File: src/rtl/tmcw_pkg.sv
// ----------------------------------------------------------------------------
// Text console writer package
// Shared widths, character codes, command and state encodings, and the
// cursor clamp function.
// ----------------------------------------------------------------------------
`default_nettype none

package tmcw_pkg;

  localparam int COL_W  = 7;
  localparam int ROW_W  = 5;
  localparam int CMD_W  = 3;
  localparam int CELL_W = 16;
  localparam int IDX_W  = 11;

  localparam logic [7:0] CH_TAB     = 8'h09;
  localparam logic [7:0] CH_NEWLINE = 8'h0A;
  localparam logic [7:0] CH_SPACE   = 8'h20;
  localparam logic [7:0] ATTR_RESET = 8'h0F;

  localparam logic [CELL_W-1:0] BLANK_CELL = 16'h0020;
  localparam logic [CELL_W-1:0] INIT_CELL  = 16'h0F20;

  typedef enum logic [CMD_W-1:0] {
    CMD_PUT   = 3'd0,
    CMD_SET   = 3'd1,
    CMD_MOVE  = 3'd2,
    CMD_READ  = 3'd3,
    CMD_CLEAR = 3'd4
  } cmd_t;

  typedef enum logic [2:0] {
    ST_INIT,
    ST_IDLE,
    ST_DONE,
    ST_CLEAR,
    ST_SCROLL
  } state_t;

  typedef struct packed {
    logic write_cell;
    logic scroll;
  } cursor_info_t;

  function automatic logic [COL_W-1:0] clamp_pos(input logic signed [9:0] v,
                                                 input logic [COL_W-1:0] hi);
    logic [COL_W-1:0] r;
    if (v < 0) begin
      r = '0;
    end else if (v > $signed({3'b000, hi})) begin
      r = hi;
    end else begin
      r = v[COL_W-1:0];
    end
    return r;
  endfunction

endpackage

`default_nettype wire

File: src/rtl/tmcw_cursor.sv
// ----------------------------------------------------------------------------
// Text console cursor
// Holds the cursor and works out its next position for each command,
// including tab stops, line wrap and the scroll condition.
// ----------------------------------------------------------------------------
`default_nettype none

module tmcw_cursor #(
  parameter int COLS   = 80,
  parameter int ROWS   = 25,
  parameter int ADDR_W = 11
) (
  input  logic                       clk,
  input  logic                       rst,
  input  logic                       upd,
  input  logic [tmcw_pkg::CMD_W-1:0] cmd,
  input  logic [7:0]                 char_code,
  input  logic signed [7:0]          pos_x,
  input  logic signed [7:0]          pos_y,
  output logic [tmcw_pkg::COL_W-1:0] col,
  output logic [tmcw_pkg::ROW_W-1:0] row,
  output logic [ADDR_W-1:0]          cell_addr,
  output tmcw_pkg::cursor_info_t     info
);
  import tmcw_pkg::*;

  localparam logic [COL_W:0]   COL_END = (COL_W+1)'(COLS);
  localparam logic [COL_W-1:0] COL_MAX = COL_W'(COLS - 1);
  localparam logic [ROW_W-1:0] ROW_MAX = ROW_W'(ROWS - 1);

  logic [COL_W-1:0]  col_next;
  logic [ROW_W-1:0]  row_next;
  logic [COL_W:0]    col_step;
  logic              line_end;
  logic signed [9:0] ext_x;
  logic signed [9:0] ext_y;
  logic signed [9:0] sum_x;
  logic signed [9:0] sum_y;
  logic [COL_W-1:0]  row_set;
  logic [COL_W-1:0]  row_move;

  assign cell_addr = ADDR_W'(row * COLS + col);

  always_comb begin
    ext_x    = $signed({{2{pos_x[7]}}, pos_x});
    ext_y    = $signed({{2{pos_y[7]}}, pos_y});
    sum_x    = $signed({3'b000, col}) + ext_x;
    sum_y    = $signed({5'b00000, row}) + ext_y;
    row_set  = clamp_pos(ext_y, COL_W'(ROW_MAX));
    row_move = clamp_pos(sum_y, COL_W'(ROW_MAX));
    if (char_code == CH_TAB) begin
      col_step = ({1'b0, col} | (COL_W+1)'(3)) + (COL_W+1)'(1);
    end else begin
      col_step = {1'b0, col} + (COL_W+1)'(1);
    end
    line_end = (char_code == CH_NEWLINE) || (col_step >= COL_END);
  end

  always_comb begin
    col_next = col;
    row_next = row;
    info     = '0;
    unique case (cmd_t'(cmd))
      CMD_PUT: begin
        info.write_cell = (char_code != CH_TAB) && (char_code != CH_NEWLINE);
        if (line_end) begin
          col_next = '0;
          if (row == ROW_MAX) begin
            info.scroll = 1'b1;
          end else begin
            row_next = row + ROW_W'(1);
          end
        end else begin
          col_next = col_step[COL_W-1:0];
        end
      end
      CMD_SET: begin
        col_next = clamp_pos(ext_x, COL_MAX);
        row_next = row_set[ROW_W-1:0];
      end
      CMD_MOVE: begin
        col_next = clamp_pos(sum_x, COL_MAX);
        row_next = row_move[ROW_W-1:0];
      end
      default: begin
        col_next = col;
        row_next = row;
      end
    endcase
  end

  always_ff @(posedge clk) begin
    if (rst) begin
      col <= '0;
      row <= '0;
    end else if (upd) begin
      col <= col_next;
      row <= row_next;
    end
  end

endmodule

`default_nettype wire

File: config.mk
export PLATFORM = sky130hd
export DESIGN_NAME = tmcw_cursor
export DESIGN_NICKNAME = d
export VERILOG_FILES = /design/src/rtl/tmcw_pkg.sv /design/src/rtl/tmcw_cursor.sv
export SDC_FILE = /design/constraint.sdc
export NUM_CORES = 1
export LEC_CHECK = 0
export ABC_AREA = 1
export BUFFER_PORTS_ARGS = -buffer_cell sky130_fd_sc_hd__buf_2
export CAP_MARGIN = 10
export CORE_MARGIN = 4
export CORE_UTILIZATION = 33
export CTS_CLUSTER_DIAMETER = 40
export DETAILED_ROUTE_END_ITERATION = 8
export GPL_ROUTABILITY_DRIVEN = 0
export PLACE_DENSITY_LB_ADDON = 0.2
export SETUP_SLACK_MARGIN = 0.02
export SLEW_MARGIN = 20
export SYNTH_ARGS = -nofsm -noshare
export SYNTH_HDL_FRONTEND = slang
export SYNTH_SLANG_ARGS = --single-unit
File: constraint.sdc
create_clock -name clk -period 2.5 [get_ports clk]
set_input_delay 0.625 -clock clk [delete_from_list [all_inputs] [get_ports clk]]
set_output_delay 0.625 -clock clk [all_outputs]
set_load 0.01 [all_outputs]
[Yosys cells after proc, flatten, opt, wreduce, memory -nomap -nowiden]
Cells that the tools add are included.
Storage, ports and cells
  bits in registers: 12
  bits of input ports: 30
  output and inout bits: 25
  word-level logic and storage cells: 50
Operators by class
  add/subtract/negate cells: 6
  $mul: 1
  $lt $le $gt $ge: 9
  eq/ne operators: 9
  multiplexer cells: 17
  reduce and logical (&&, ||, !) cells: 6
Operators by type and width (count)
  $mux W7: 5
  $mux W5: 6
  $pmux W7 S3: 1
  $lt A9 B1 Y1 const B: 2
  $add A7 B1 Y8 const B: 2
  $eq A8 B4 Y1 const B: 2
  $lt A8 B1 Y1 const B: 2
  $ne A8 B4 Y1 const B: 2
  $pmux W5 S3: 1
  $add A11 B7 Y11: 1
  $add A6 B8 Y9: 1
  $add A8 B8 Y9: 1
  $gt A9 B6 Y1 const B: 1
  $gt A9 B8 Y1 const B: 1
  $ge A8 B7 Y1 const B: 1
  $gt A8 B6 Y1 const B: 1
  $gt A8 B8 Y1 const B: 1
  $mux W8: 1
  $mul A5 B3 Y7 const B: 1
  $add A5 B1 Y5 const B: 1
  $eq A5 B5 Y1 const B: 1
  $ne A2 B2 Y1 const B: 2
  $reduce_and A4 Y1: 1
  $eq A3 B1 Y1 const B: 1
  other kinds (8): 9

[Logic depth before layout (Yosys ltp)]
  depth in word-level cells: 6
  gate-level depth with buffers: 17
  depth with buffers taken out: 17

[Least setup slack after synthesis]
No wires, ideal clock.
  path kind: register to output
  from: register row[1] in the netlist's numbering
  to: output cell_addr[10]
  arrival time: 1927 ps
  data required time: 1875 ps
  slack: -52 ps
  cell stages (with the launch flop): 9
  buffers on the path: 0
  cells stage by stage: dfxtp_1 -> ha_1 -> ha_1 -> inv_1 -> fa_1 -> inv_1 -> nand2_1 -> nor2_1 -> xor2_1
On the way
  word-level cells in the longest chain between the ends: 2
Ends and longest elaborated chain
  from (decl): line tmcw_cursor.sv:21  | output logic [tmcw_pkg::ROW_W-1:0] row,
  from (signal assigned): line tmcw_cursor.sv:98  | row <= row_next;
  $mul A5 B3 Y7: line tmcw_cursor.sv:42  | assign cell_addr = ADDR_W'(row * COLS + col);
  $add A11 B7 Y11: line tmcw_cursor.sv:42
  to (decl): line tmcw_cursor.sv:22  | output logic [ADDR_W-1:0] cell_addr,
No other way between the ends.

[Worst setup path in the final report]
Same ends and word-level chain as after synthesis.

==> summary.md <==
| Metric | Value |
|---|---|
| Met2 usage in global routing | 27.1% |
| Die Area | 0.00847 sq mm |
| Least-Margin Pin Slew | 0.533 ns |
| Max-slew headroom | 64.0% |
| GR Util All Layers | 16.2% |
| Vias in the first global route | 2504 |
| DRC | 0 |
| Share of layout cells above drive strength 1 | 29.4% |
| Netlist cell types | 34 |
| Status | finished with violations |
| Hold_sp | col[1] |
| FMAX | 381 MHz |
| Post-Syn Area | 0.00233 sq mm |
| Syn nets | 455 |
| DR vias | 2655 |
| Leakage | 1.76 nW |
| Pin count of the biggest net entering global routing | 13 |
| Clk_lat worst skew | 0.25 ns |
| Crit-path max FO | 2 |
| Final net count | 540 |
| Top Usage Layer GRT | met2 |
| Ys async rst share | 0% |
| Core area | 0.00683 sq mm |
| H-tree levels | 1 |
| Synth area leaders | nand2_1 (17%), ha_1 (13%), inv_1 (11%) |
| RSZ-0062 raised after global routing | true |
| Clock slew at reported path FFs | 0.06 ns |
| Chip Width | 92.0 um |
| Tmin final | 2.62 ns |
| Die Height | 92.0 um |
| CTS tree | yes |
| Hold path depth | 4 |
| Worst IR drop on VDD | 0.000129 V |
| Endpoint, Worst Hold | col[1] |
| Top FF cell, synth | dfxtp_1 |
| Seq/Total Area, Yosys | 10.3% |
| Worst path max stage delay | 0.35 ns |
| Overall power | 1.00 mW |
| Final Hold Viols | 0 |
| Post-route ant nets | 0 |
| CTS Sinks | 12 |
| Detailed placer's ending HPWL | 5520 um |
| Number of port buffers | 54 |
| Setup crit end kind | output pin |
| Flops & latches, synth | 12 |
| GRT overflow | 0 |
| First DRT Iteration DRCs | 124 |
| Max-Cap Viols | 0 |
| # IOs | 55 |
| Most common library cells after synthesis | nand2_1 (104), inv_1 (68), nand3_1 (35) |
| Fin worst setup slack | -0.122 ns |
| Area delta synth->final | 35.7% |
| Met1 Use GR | 22.3% |
| Most Frequent Cell on Critical Path | ha_4 |
| Top delay family on crit path | adder cells |
| Post-synth EDFFs | 0 |
| Initial Util | 34.1% |
| Drt wl/cell | 12.1 um |
| GR Util met3 | 1.64% |
| WS Path Type | register to output pin |
| Initial antenna violation count | 0 |
| Clock buffer depth | 2 |
| Reg2reg end | row[0] |
| CTS buffer count | 3 |
| Final Setup Violations | 3 |
| Share of the synthesized area in the top cell type | 16.8% |
| Avg Vias per Cell | 4.61 |
| Final slew viol count | 0 |
| Synth Instances | 396 |
| Top-count cell post-synth | nand2_1 |
| CP Launch Type | register |
| Number of antenna diodes | 0 |
| Yosys top cell by area | nand2_1 |
| Worst Path Buf+Inv | 2 |
| CP required | 1.88 ns |
| CTS root buffer | clkbuf_8 |
| Fin crit share | 105% |
| CP max-delay cell | fa_2 |
| Syn_area_per_cell | 5.88 sq um |
| Design area | 0.00316 sq mm |
| Final Skew | 0.00410 ns |
| R2R cell count | 12 |
| DP Area | 0.00283 sq mm |
| Pwr dens | 317 mW/mm^2 |
| Critical Path, Cell by Cell | ha_4, ha_4, inv_2, fa_2, xor2_2, nor2_2, xor2_1, buf_2 |
| Warning count from the yosys run | 0 |
| Min-Delay Path Class | register to register |
| Worst hold slack | 0.672 ns |
| CP arrival | 2.00 ns |
| Violated checks | setup timing |
| First-pass GRT wire length | 11400 um |
| R2r startpoint | row[0] |
| WL final | 6970 um |
| R2R setup slack | 0.24 ns |
| Pre-antenna DRT Iters | 4 |
| Row cnt | 30 |
registers in the layout, indices dropped and copies added (netlist names):
name  flops
col       7
row       5
worst reg2reg max path: stages, from the launching register on:
cell     delay (ns)
dfxtp_4        0.37
buf_4          0.16
ha_1           0.21
fa_1           0.45
nand3_1        0.12
nand2_1        0.09
xnor2_2        0.16
nor2_1         0.07
nor2_2         0.13
nand3_1        0.11
nor3_1         0.19
nor2_1         0.08
nor2_2         0.08
timing repair:
item | 4_1_cts | 5_1_grt
setup buffers | 11 | 3
pin swaps | 12 | 8
hold endpoints to repair | 0 | 0
resized for setup | 22 | 23
setup endpoints to repair | 4 | 15
hold buffers | 0 | 0
cloned | 0 | 0
per-stage QoR:
stage                     setup TNS [ns]  setup WS, ns  std cells  util (%)
after floorplan                        0        0.0618        396         -
after global placement           -0.0136       -0.0136        559      41.5
after detailed placement         -0.0564       -0.0444        559      41.5
after CTS                         -0.342        -0.139        574      44.7
after global routing              -0.640        -0.217        576      46.3
final                             -0.288        -0.122        576      46.3
cells in the final DEF (no fill, tap or decap), drive strengths merged, types with 4 or more instances in the layout:
cell	n
inv	69
fa	4
dfxtp	12
buf	88
o21ai	11
nand3b	4
ha	25
xnor2	6
nand2	108
nor2	41
nor3	8
nand4	15
nand3	36
a21oi	24
clkbuf	4
xor2	14
kinds of logic after synthesis:
kind of cell / synth area share (%)
simple gates: 42.2
buf+inv: 13.3
compound gates: 9.83
fa+ha+maj: 16.9
xor+xnor: 7.52
flops: 10.3
how the worst max path moves through the flow:
| stage | start | end | slack, ns | cells past startpoint |
|---|---|---|---|---|
| floorplan | row[1] | cell_addr[10] | 0.06 | 8 |
| global placement | char_code[2] | info[0] | -0.01 | 12 |
| detailed placement | char_code[5] | info[0] | -0.04 | 12 |
| CTS | row[3] | cell_addr[10] | -0.14 | 9 |
| global route | row[3] | cell_addr[10] | -0.22 | 9 |
| finish | row[1] | cell_addr[10] | -0.12 | 8 |
final cells by class:
type                       instances  area (sq um)
clock buffer                       4          55.1
fill                             738          3670
inverter                          70           263
multi-input combinational        306          1920
sequential                        12           251
tap                               96           120
timing repair buffer              88           554
routing by layer:
| layer | wire length, um | part of all wire (%) |
|---|---|---|
| met4 | 59 | 0.85 |
| met2 | 3170 | 45 |
| met1 | 3490 | 50 |
| met5 | 0 | 0 |
| met3 | 248 | 3.6 |
power by group:
group	internal, mW	leakage (nW)	total, mW	switching [mW]
registers	0.207	0.101	0.224	0.0171
clock network	0.140	0.0288	0.223	0.0829
logic	0.240	1.63	0.555	0.316
total	0.586	1.76	1.00	0.416
(Power assumes the default switching activity.)
