File: src/rtl/tmcw_pkg.sv
// ----------------------------------------------------------------------------
// Text console writer package
// Shared widths, character codes, command and state encodings, and the
// cursor clamp function.
// ----------------------------------------------------------------------------
`default_nettype none

package tmcw_pkg;

  localparam int COL_W  = 7;
  localparam int ROW_W  = 5;
  localparam int CMD_W  = 3;
  localparam int CELL_W = 16;
  localparam int IDX_W  = 11;

  localparam logic [7:0] CH_TAB     = 8'h09;
  localparam logic [7:0] CH_NEWLINE = 8'h0A;
  localparam logic [7:0] CH_SPACE   = 8'h20;
  localparam logic [7:0] ATTR_RESET = 8'h0F;

  localparam logic [CELL_W-1:0] BLANK_CELL = 16'h0020;
  localparam logic [CELL_W-1:0] INIT_CELL  = 16'h0F20;

  typedef enum logic [CMD_W-1:0] {
    CMD_PUT   = 3'd0,
    CMD_SET   = 3'd1,
    CMD_MOVE  = 3'd2,
    CMD_READ  = 3'd3,
    CMD_CLEAR = 3'd4
  } cmd_t;

  typedef enum logic [2:0] {
    ST_INIT,
    ST_IDLE,
    ST_DONE,
    ST_CLEAR,
    ST_SCROLL
  } state_t;

  typedef struct packed {
    logic write_cell;
    logic scroll;
  } cursor_info_t;

  function automatic logic [COL_W-1:0] clamp_pos(input logic signed [9:0] v,
                                                 input logic [COL_W-1:0] hi);
    logic [COL_W-1:0] r;
    if (v < 0) begin
      r = '0;
    end else if (v > $signed({3'b000, hi})) begin
      r = hi;
    end else begin
      r = v[COL_W-1:0];
    end
    return r;
  endfunction

endpackage

`default_nettype wire

File: src/rtl/tmcw_seq.sv
// ----------------------------------------------------------------------------
// Text console sequencer
// Command control, memory sweeps for initialization, clear and scroll, the
// attribute register and the result register.
// ----------------------------------------------------------------------------
`default_nettype none

module tmcw_seq #(
  parameter int COLS   = 80,
  parameter int ROWS   = 25,
  parameter int ADDR_W = 11
) (
  input  logic                        clk,
  input  logic                        rst,
  input  logic                        in_valid,
  output logic                        in_ready,
  output logic                        accept,
  input  logic [tmcw_pkg::CMD_W-1:0]  cmd,
  input  logic [7:0]                  char_code,
  input  logic [tmcw_pkg::IDX_W-1:0]  cell_index,
  input  logic                        cfg_we,
  input  logic [7:0]                  cfg_wdata,
  input  tmcw_pkg::cursor_info_t      info,
  input  logic [ADDR_W-1:0]           cell_addr,
  input  logic [tmcw_pkg::COL_W-1:0]  cur_col,
  input  logic [tmcw_pkg::ROW_W-1:0]  cur_row,
  output logic                        mem_we,
  output logic [ADDR_W-1:0]           mem_waddr,
  output logic [tmcw_pkg::CELL_W-1:0] mem_wdata,
  output logic                        mem_re,
  output logic [ADDR_W-1:0]           mem_raddr,
  input  logic [tmcw_pkg::CELL_W-1:0] mem_rdata,
  output logic                        out_valid,
  input  logic                        out_ready,
  output logic [tmcw_pkg::COL_W-1:0]  cursor_col,
  output logic [tmcw_pkg::ROW_W-1:0]  cursor_row,
  output logic [tmcw_pkg::CELL_W-1:0] read_data,
  output logic                        did_scroll
);
  import tmcw_pkg::*;

  localparam int CELLS = COLS * ROWS;
  localparam int CNT_W = $clog2(CELLS + 1);
  localparam logic [CNT_W-1:0] LAST_CELL  = CNT_W'(CELLS - 1);
  localparam logic [CNT_W-1:0] SCROLL_END = CNT_W'(CELLS);
  localparam logic [CNT_W-1:0] NCOPY      = CNT_W'(COLS * (ROWS - 1));

  state_t           state;
  state_t           state_next;
  logic [CNT_W-1:0] cnt;
  logic [7:0]       attr;
  logic             res_read;
  logic             res_scroll;
  logic             load_out;
  logic             in_range;
  logic             is_read;

  assign in_range = 32'(cell_index) < 32'(CELLS);
  assign is_read  = (cmd_t'(cmd) == CMD_READ) && in_range;

  always_comb begin
    state_next = state;
    unique case (state)
      ST_INIT: begin
        if (cnt == LAST_CELL) begin
          state_next = ST_IDLE;
        end
      end
      ST_IDLE: begin
        if (accept) begin
          if (cmd_t'(cmd) == CMD_CLEAR) begin
            state_next = ST_CLEAR;
          end else if (info.scroll) begin
            state_next = ST_SCROLL;
          end else begin
            state_next = ST_DONE;
          end
        end
      end
      ST_CLEAR: begin
        if (cnt == LAST_CELL) begin
          state_next = ST_DONE;
        end
      end
      ST_SCROLL: begin
        if (cnt == SCROLL_END) begin
          state_next = ST_DONE;
        end
      end
      ST_DONE: begin
        if (load_out) begin
          state_next = ST_IDLE;
        end
      end
      default: begin
        state_next = ST_IDLE;
      end
    endcase
  end

  always_comb begin
    in_ready  = (state == ST_IDLE);
    accept    = in_valid && (state == ST_IDLE);
    load_out  = 1'b0;
    mem_we    = 1'b0;
    mem_waddr = cnt[ADDR_W-1:0];
    mem_wdata = INIT_CELL;
    mem_re    = 1'b0;
    mem_raddr = ADDR_W'(cell_index);
    unique case (state)
      ST_INIT: begin
        mem_we = 1'b1;
      end
      ST_IDLE: begin
        mem_we    = accept && info.write_cell;
        mem_waddr = cell_addr;
        mem_wdata = {attr, char_code};
        mem_re    = accept && is_read;
      end
      ST_CLEAR: begin
        mem_we    = 1'b1;
        mem_wdata = {attr, CH_SPACE};
      end
      ST_SCROLL: begin
        mem_we    = (cnt != '0);
        mem_waddr = ADDR_W'(cnt - CNT_W'(1));
        mem_wdata = (cnt <= NCOPY) ? mem_rdata : BLANK_CELL;
        mem_re    = (cnt < NCOPY);
        mem_raddr = ADDR_W'(cnt + COLS);
      end
      ST_DONE: begin
        load_out = !out_valid || out_ready;
      end
      default: begin
        load_out = 1'b0;
      end
    endcase
  end

  always_ff @(posedge clk) begin
    if (rst) begin
      state      <= ST_INIT;
      cnt        <= '0;
      attr       <= ATTR_RESET;
      res_read   <= 1'b0;
      res_scroll <= 1'b0;
      out_valid  <= 1'b0;
    end else begin
      state <= state_next;
      if ((state == ST_INIT || state == ST_CLEAR || state == ST_SCROLL) &&
          state_next == state) begin
        cnt <= cnt + CNT_W'(1);
      end else begin
        cnt <= '0;
      end
      if (cfg_we) begin
        attr <= cfg_wdata;
      end
      if (accept) begin
        res_read   <= is_read;
        res_scroll <= info.scroll;
      end
      if (load_out) begin
        out_valid <= 1'b1;
      end else if (out_ready) begin
        out_valid <= 1'b0;
      end
    end
  end

  always_ff @(posedge clk) begin
    if (load_out) begin
      cursor_col <= cur_col;
      cursor_row <= cur_row;
      read_data  <= res_read ? mem_rdata : '0;
      did_scroll <= res_scroll;
    end
  end

endmodule

`default_nettype wire

File: config.mk
export PLATFORM = sky130hd
export DESIGN_NAME = tmcw_seq
export DESIGN_NICKNAME = d
export VERILOG_FILES = /design/src/rtl/tmcw_pkg.sv /design/src/rtl/tmcw_seq.sv
export SDC_FILE = /design/constraint.sdc
export NUM_CORES = 1
export LEC_CHECK = 0
export BUFFER_PORTS_ARGS = -buffer_cell sky130_fd_sc_hd__buf_2
export CORE_MARGIN = 5
export CORE_UTILIZATION = 35
export DETAILED_ROUTE_END_ITERATION = 8
export GPL_TIMING_DRIVEN = 0
export MAX_ROUTING_LAYER = met4
export SETUP_SLACK_MARGIN = 0.4
export SYNTH_ARGS = -nofsm -noshare
export SYNTH_HDL_FRONTEND = slang
export SYNTH_SLANG_ARGS = --single-unit
File: constraint.sdc
create_clock -name clk -period 4.6 [get_ports clk]
set_input_delay 0.23 -clock clk [delete_from_list [all_inputs] [get_ports clk]]
set_output_delay 0.23 -clock clk [all_outputs]
set_load 0.01 [all_outputs]
Yosys cells after proc, flatten, opt, wreduce, memory -nomap -nowiden
Index checks and enable logic that the tools add are counted.

Memories: 0. Output and inout bits: 72. Bits in registers: 54. Bits of input ports: 76. RAM bits: 0. Word-level logic and storage cells: 57. Bits in read-only memories: 0. Bits in latches: 0.

Bitwise operators: 1. Multiplexer cells: 17. Reduce and logical (&&, ||, !) cells: 14. Div/mod/pow operators: 0. Multipliers: 0. Shifts and indexed selects: 0. Eq/ne operators: 9. Add/sub/neg operators: 3. $lt $le $gt $ge: 3.

Operator list (number): $pmux 16 s3 (1); $eq 11x11->1 const B (2); $lt 11x11->1 const B (2); $pmux 11 s2 (1); $mux 3 (7); $mux 16 (1); $pmux 3 s5 (1); $add 11x1->11 const B (1); $add 11x7->11 const B (1); $le 11x11->1 const B (1); $mux 11 (1); $reduce_bool 11->1 (1); $sub 11x1->11 const B (1); $eq 3x2->1 const B (3); $eq 3x3->1 const B (2); $logic_and 1x1->1 (5); $reduce_or 2->1 (2); $eq 3x1->1 const B (1); $eq 3x3->1 (1); $logic_not 3->1 (1); $logic_or 1x1->1 (3); $mux 1 (3); $pmux 1 s3 (1); $pmux 1 s2 (1); 3 further kinds (3).

Logic depth before layout (Yosys ltp)
Depth in word-level cells: 9. Mapped depth: 8. Mapped depth without buffers: 6.

Least setup slack after synthesis
Ideal clock, no wire load.

Path kind: flip-flop to flip-flop. From: register state[1]. To: register cursor_col[0] in the netlist's numbering, enable pin. Path buffers: 1. Arrival: 3050 ps. Stages on the path, launching flop included: 4. Clock period less this slack: 3507 ps. Path slack: 1093 ps. Setup time: 458 ps. Required time: 4142 ps. Path through: dfxtp_1 clkbuf_1 nor2b_1 nor3b_1.

Word-level cells in the longest chain between the ends: 2.

Ends and longest elaborated chain: start, declared (RTL line tmcw_seq.sv:48) `state_t state;`; start signal, assigned (RTL line tmcw_seq.sv:149) `state <= state_next;`; $eq 3x2->1 (RTL line tmcw_seq.sv:110) `unique case (state)`; $mux 1 (RTL line tmcw_seq.sv:110); via load_out (RTL line tmcw_seq.sv:54) `logic load_out;`; end signal, assigned (RTL line tmcw_seq.sv:173) `cursor_col <= cur_col;`; end, declared (RTL line tmcw_seq.sv:35) `output logic [tmcw_pkg::COL_W-1:0] cursor_col,`.

The timed path passes the listed nets, and every way through them passes these cells. A chain may end at the register's enable or synchronous reset.

Worst setup path in the final report
From: register cnt[4]. To: output mem_wdata[15] in the netlist's numbering.

Word-level cells in the longest chain between the ends: 3.

Ends and longest elaborated chain: start, declared (RTL line tmcw_seq.sv:50) `logic [CNT_W-1:0] cnt;`; start signal, assigned (RTL line tmcw_seq.sv:152) `cnt <= cnt + CNT_W'(1);`; $le 11x11->1 (RTL line tmcw_seq.sv:127) `mem_wdata = (cnt <= NCOPY) ? mem_rdata : BLANK_CELL;`; $mux 16 (RTL line tmcw_seq.sv:127); $pmux 16 s3 (RTL line tmcw_seq.sv:110); end, declared (RTL line tmcw_seq.sv:29) `output logic [tmcw_pkg::CELL_W-1:0] mem_wdata,`.

Every way passes these cells.

==> summary.md <==
| Metric | Value |
|---|---|
| Std-Cell Rows | `34` |
| Top_reg_cell synth | `edfxtp_1` |
| Core area | `8590 um2` |
| First-pass GRT wire length | `14,100 um` |
| Clock buffer depth | `2` |
| CTS tree | `done` |
| TritonCTS Sinks | `54` |
| Leakage | `0.00183 uW` |
| Die Area | `10,600 um2` |
| Syn Area/Cell | `9.65 um2` |
| # setup viols final | `0` |
| WL/cell | `16.6 um` |
| Setup TNS | `0 ns` |
| Maximum net fanout on the critical path | `10` |
| H-tree Lvls | `2` |
| Max transition margin | `62.1%` |
| Max Slew Vio Count | `0` |
| Clk_lat worst skew | `0.30 ns` |
| Resize count post-CTS | `0` |
| Hold Path Class | `input port to flip-flop` |
| Proportion of netlist area held by the largest area contributor | `28.7%` |
| Cell Pwr Density | `232 nW/um2` |
| Grt ovf | `0` |
| Gate Count Post-Synth | `314` |
| CTS Root Cell | `clkbuf_8` |
| Syn Std Cell Area | `3030 um2` |
| Antenna Cells | `0` |
| Slew of the pin with the lowest slew margin | `0.567 ns` |
| Post-synth EDFFs | `29` |
| Boundary Pins | `148` |
| WS Path Type | `flip-flop to primary output` |
| Count leader, synth | `nand2_1` |
| Routed vias/inst | `5.22` |
| Fin Hold WS | `0.0990 ns` |
| Core Util, Final | `47.0%` |
| Seq cells post-synth | `54` |
| 1st-pass router iterations | `4` |
| Maximum clock rate | `323 MHz` |
| RSZ-0062 raised after global routing | `false` |
| Number of nets with antenna violations after routing | `0` |
| Largest net degree at the start of global routing | `17` |
| Cell variety after synth | `52` |
| Final Cycle Share | `67.2%` |
| Total CTS buffers | `5` |
| DP Worst Slack | `1.89 ns` |
| WP data required | `4.37 ns` |
| Largest cells by area after synthesis | `edfxtp_1 29%, dfxtp_1 17%, nand2_1 4.1%, and2_1 3.3%, a22o_1 3.2%` |
| Die height | `103 um` |
| Worst Hold Launch | `cur_col[6]` |
| Hold_buf cts | `0` |
| Drt drc | `0` |
| Status | `finished, final reports clean` |
| Post-DP HPWL | `7650 um` |
| Worst Setup SP | `cnt[4]$_SDFF_PP0_` |
| Mapped Nets | `397` |
| Crit path capture type | `primary output` |
| Setup Buffers After CTS | `0` |
| Syn. warnings | `0` |
| Initial core utilization | `35.3%` |
| Peak supply drop | `0.134 mV` |
| Critical Path AT | `2.86 ns` |
| Initial antenna violation count | `0` |
| I/O Buffers | `147` |
| Layout area overhead | `33.4%` |
| Commonest cells post-synth | `33 x nand2_1, 29 x edfxtp_1, 25 x dfxtp_1` |
| CP Launch Type | `flip-flop` |
| Fin nets | `553` |
| Reg-to-reg startpoint | `cnt[4]$_SDFF_PP0_` |
| Share of layout cells above drive strength 1 | `37.6%` |
| Max Cap Viol | `0` |
| Initial drt markers | `97` |
| Fin. Hold Viols | `0` |
| Worst Clk Skew | `0.00753 ns` |
| Final worst slack | `1.51 ns` |
| Post-Place Cells | `571` |
| Async S/R FF share, synth | `0%` |
| Seq/Total Area, Yosys | `45.3%` |
| Post-route minimum period | `3.09 ns` |
| Vias after detailed routing | `3,024` |
| Routability congestion estimate | `0.872` |
| Non-Filler Instances | `579` |
| Post-Route WL | `9620 um` |
| Die W | `103 um` |
| Cell taking the most area after synthesis | `edfxtp_1` |
| Vias in the first global route | `2,765` |
| Clock transition at path regs | `0.10 ns` |
| Total track usage | `17.6%` |
==> flip-flops by register name, indices dropped and copies added (netlist names) <==
name / count
read_data: 16
cnt: 11
attr: 8
cursor_col: 7
cursor_row: 5
state: 3
did_scroll: 1
out_valid: 1
res_read: 1
res_scroll: 1
==> area by class of cell <==
| cell class | instances | area [um2] |
|---|---|---|
| clock buffers | 6 | 72.6 |
| well taps | 108 | 135 |
| clock inverters | 2 | 37.5 |
| multi-input cells | 228 | 1530 |
| repair buffers | 149 | 762 |
| fillers | 872 | 4550 |
| plain buffers | 23 | 105 |
| flip-flops and latches | 54 | 1370 |
| inverters | 9 | 33.8 |
==> cell usage in the layout, fill, tap and decap left out, types with 3 or more instances in the layout <==
cell,instances
inv_1,9
a22oi_1,3
clkbuf_8,5
nor3_1,17
a221o_1,9
nor3b_1,3
a21oi_1,11
or3b_2,4
a211o_1,4
nor2b_1,9
o21ai_0,18
buf_2,153
a22o_1,11
dfxtp_1,25
mux2i_1,5
nand2_1,33
ha_1,7
xor2_1,6
edfxtp_1,29
and2_1,16
nand3_1,5
xnor2_1,8
nor2_1,17
nand2b_1,4
buf_4,3
o2bb2ai_1,4
nand4_1,5
clkbuf_1,14
==> critical path, cell delays in order (launching register included) <==
cell      delay (ns)
dfxtp_1         0.38
clkbuf_1        0.44
inv_1           0.13
ha_1            0.30
nor2b_1         0.17
a21boi_0        0.35
nor2_1          0.21
buf_4           0.23
a22o_1          0.19
buf_2           0.14
==> logic make-up (layout without fill, tap and decap cells) <==
logic type | Yosys count | after routing | share of synthesized area, %
and+or+nand+nor | 129 | 129 | 23.7
AOI/OAI and AO/OA | 73 | 73 | 17.8
DFF | 54 | 54 | 45.3
buffers and inverters | 32 | 189 | 4.58
xor gates and xnor gates | 14 | 14 | 4.05
adders and majority gates | 7 | 7 | 2.89
muxes | 5 | 5 | 1.65
==> stage by stage <==
stage | area (um2) | power, uW
2_1_floorplan | 3030 | 572
3_3_place_gp | 3900 | 627
3_5_place_dp | 3930 | 629
4_1_cts | 4040 | 948
5_1_grt | 4040 | 979
6_report | 4040 | 937
==> layer usage <==
layer	part of all wire, %	up-vias	GRT usage [%]
met1	41	1413	21.8
met3	10	8	3.52
li1	-	1459	-
met5	0	-	-
met2	48	144	30.4
met4	0.55	0	2.79
==> where the power goes <==
group | internal, uW | switching (uW)
clock | 163 | 156
combinational | 49.6 | 51.5
sequential | 511 | 6.05
total | 723 | 213
==> path summary, 6_finish.rpt <==
check / end / slack (ns) / depth (start not counted)
worst max-delay path: mem_wdata[15] / 1.51 / 9
worst min register to register: did_scroll$_DFFE_PP_ / 0.45 / 0
worst min-delay path: cursor_col[6]$_DFFE_PP_ / 0.1 / 1
worst max register to register: cnt[9]$_SDFF_PP0_ / 2.23 / 7
No activity file was read; power rests on OpenSTA's default activity.
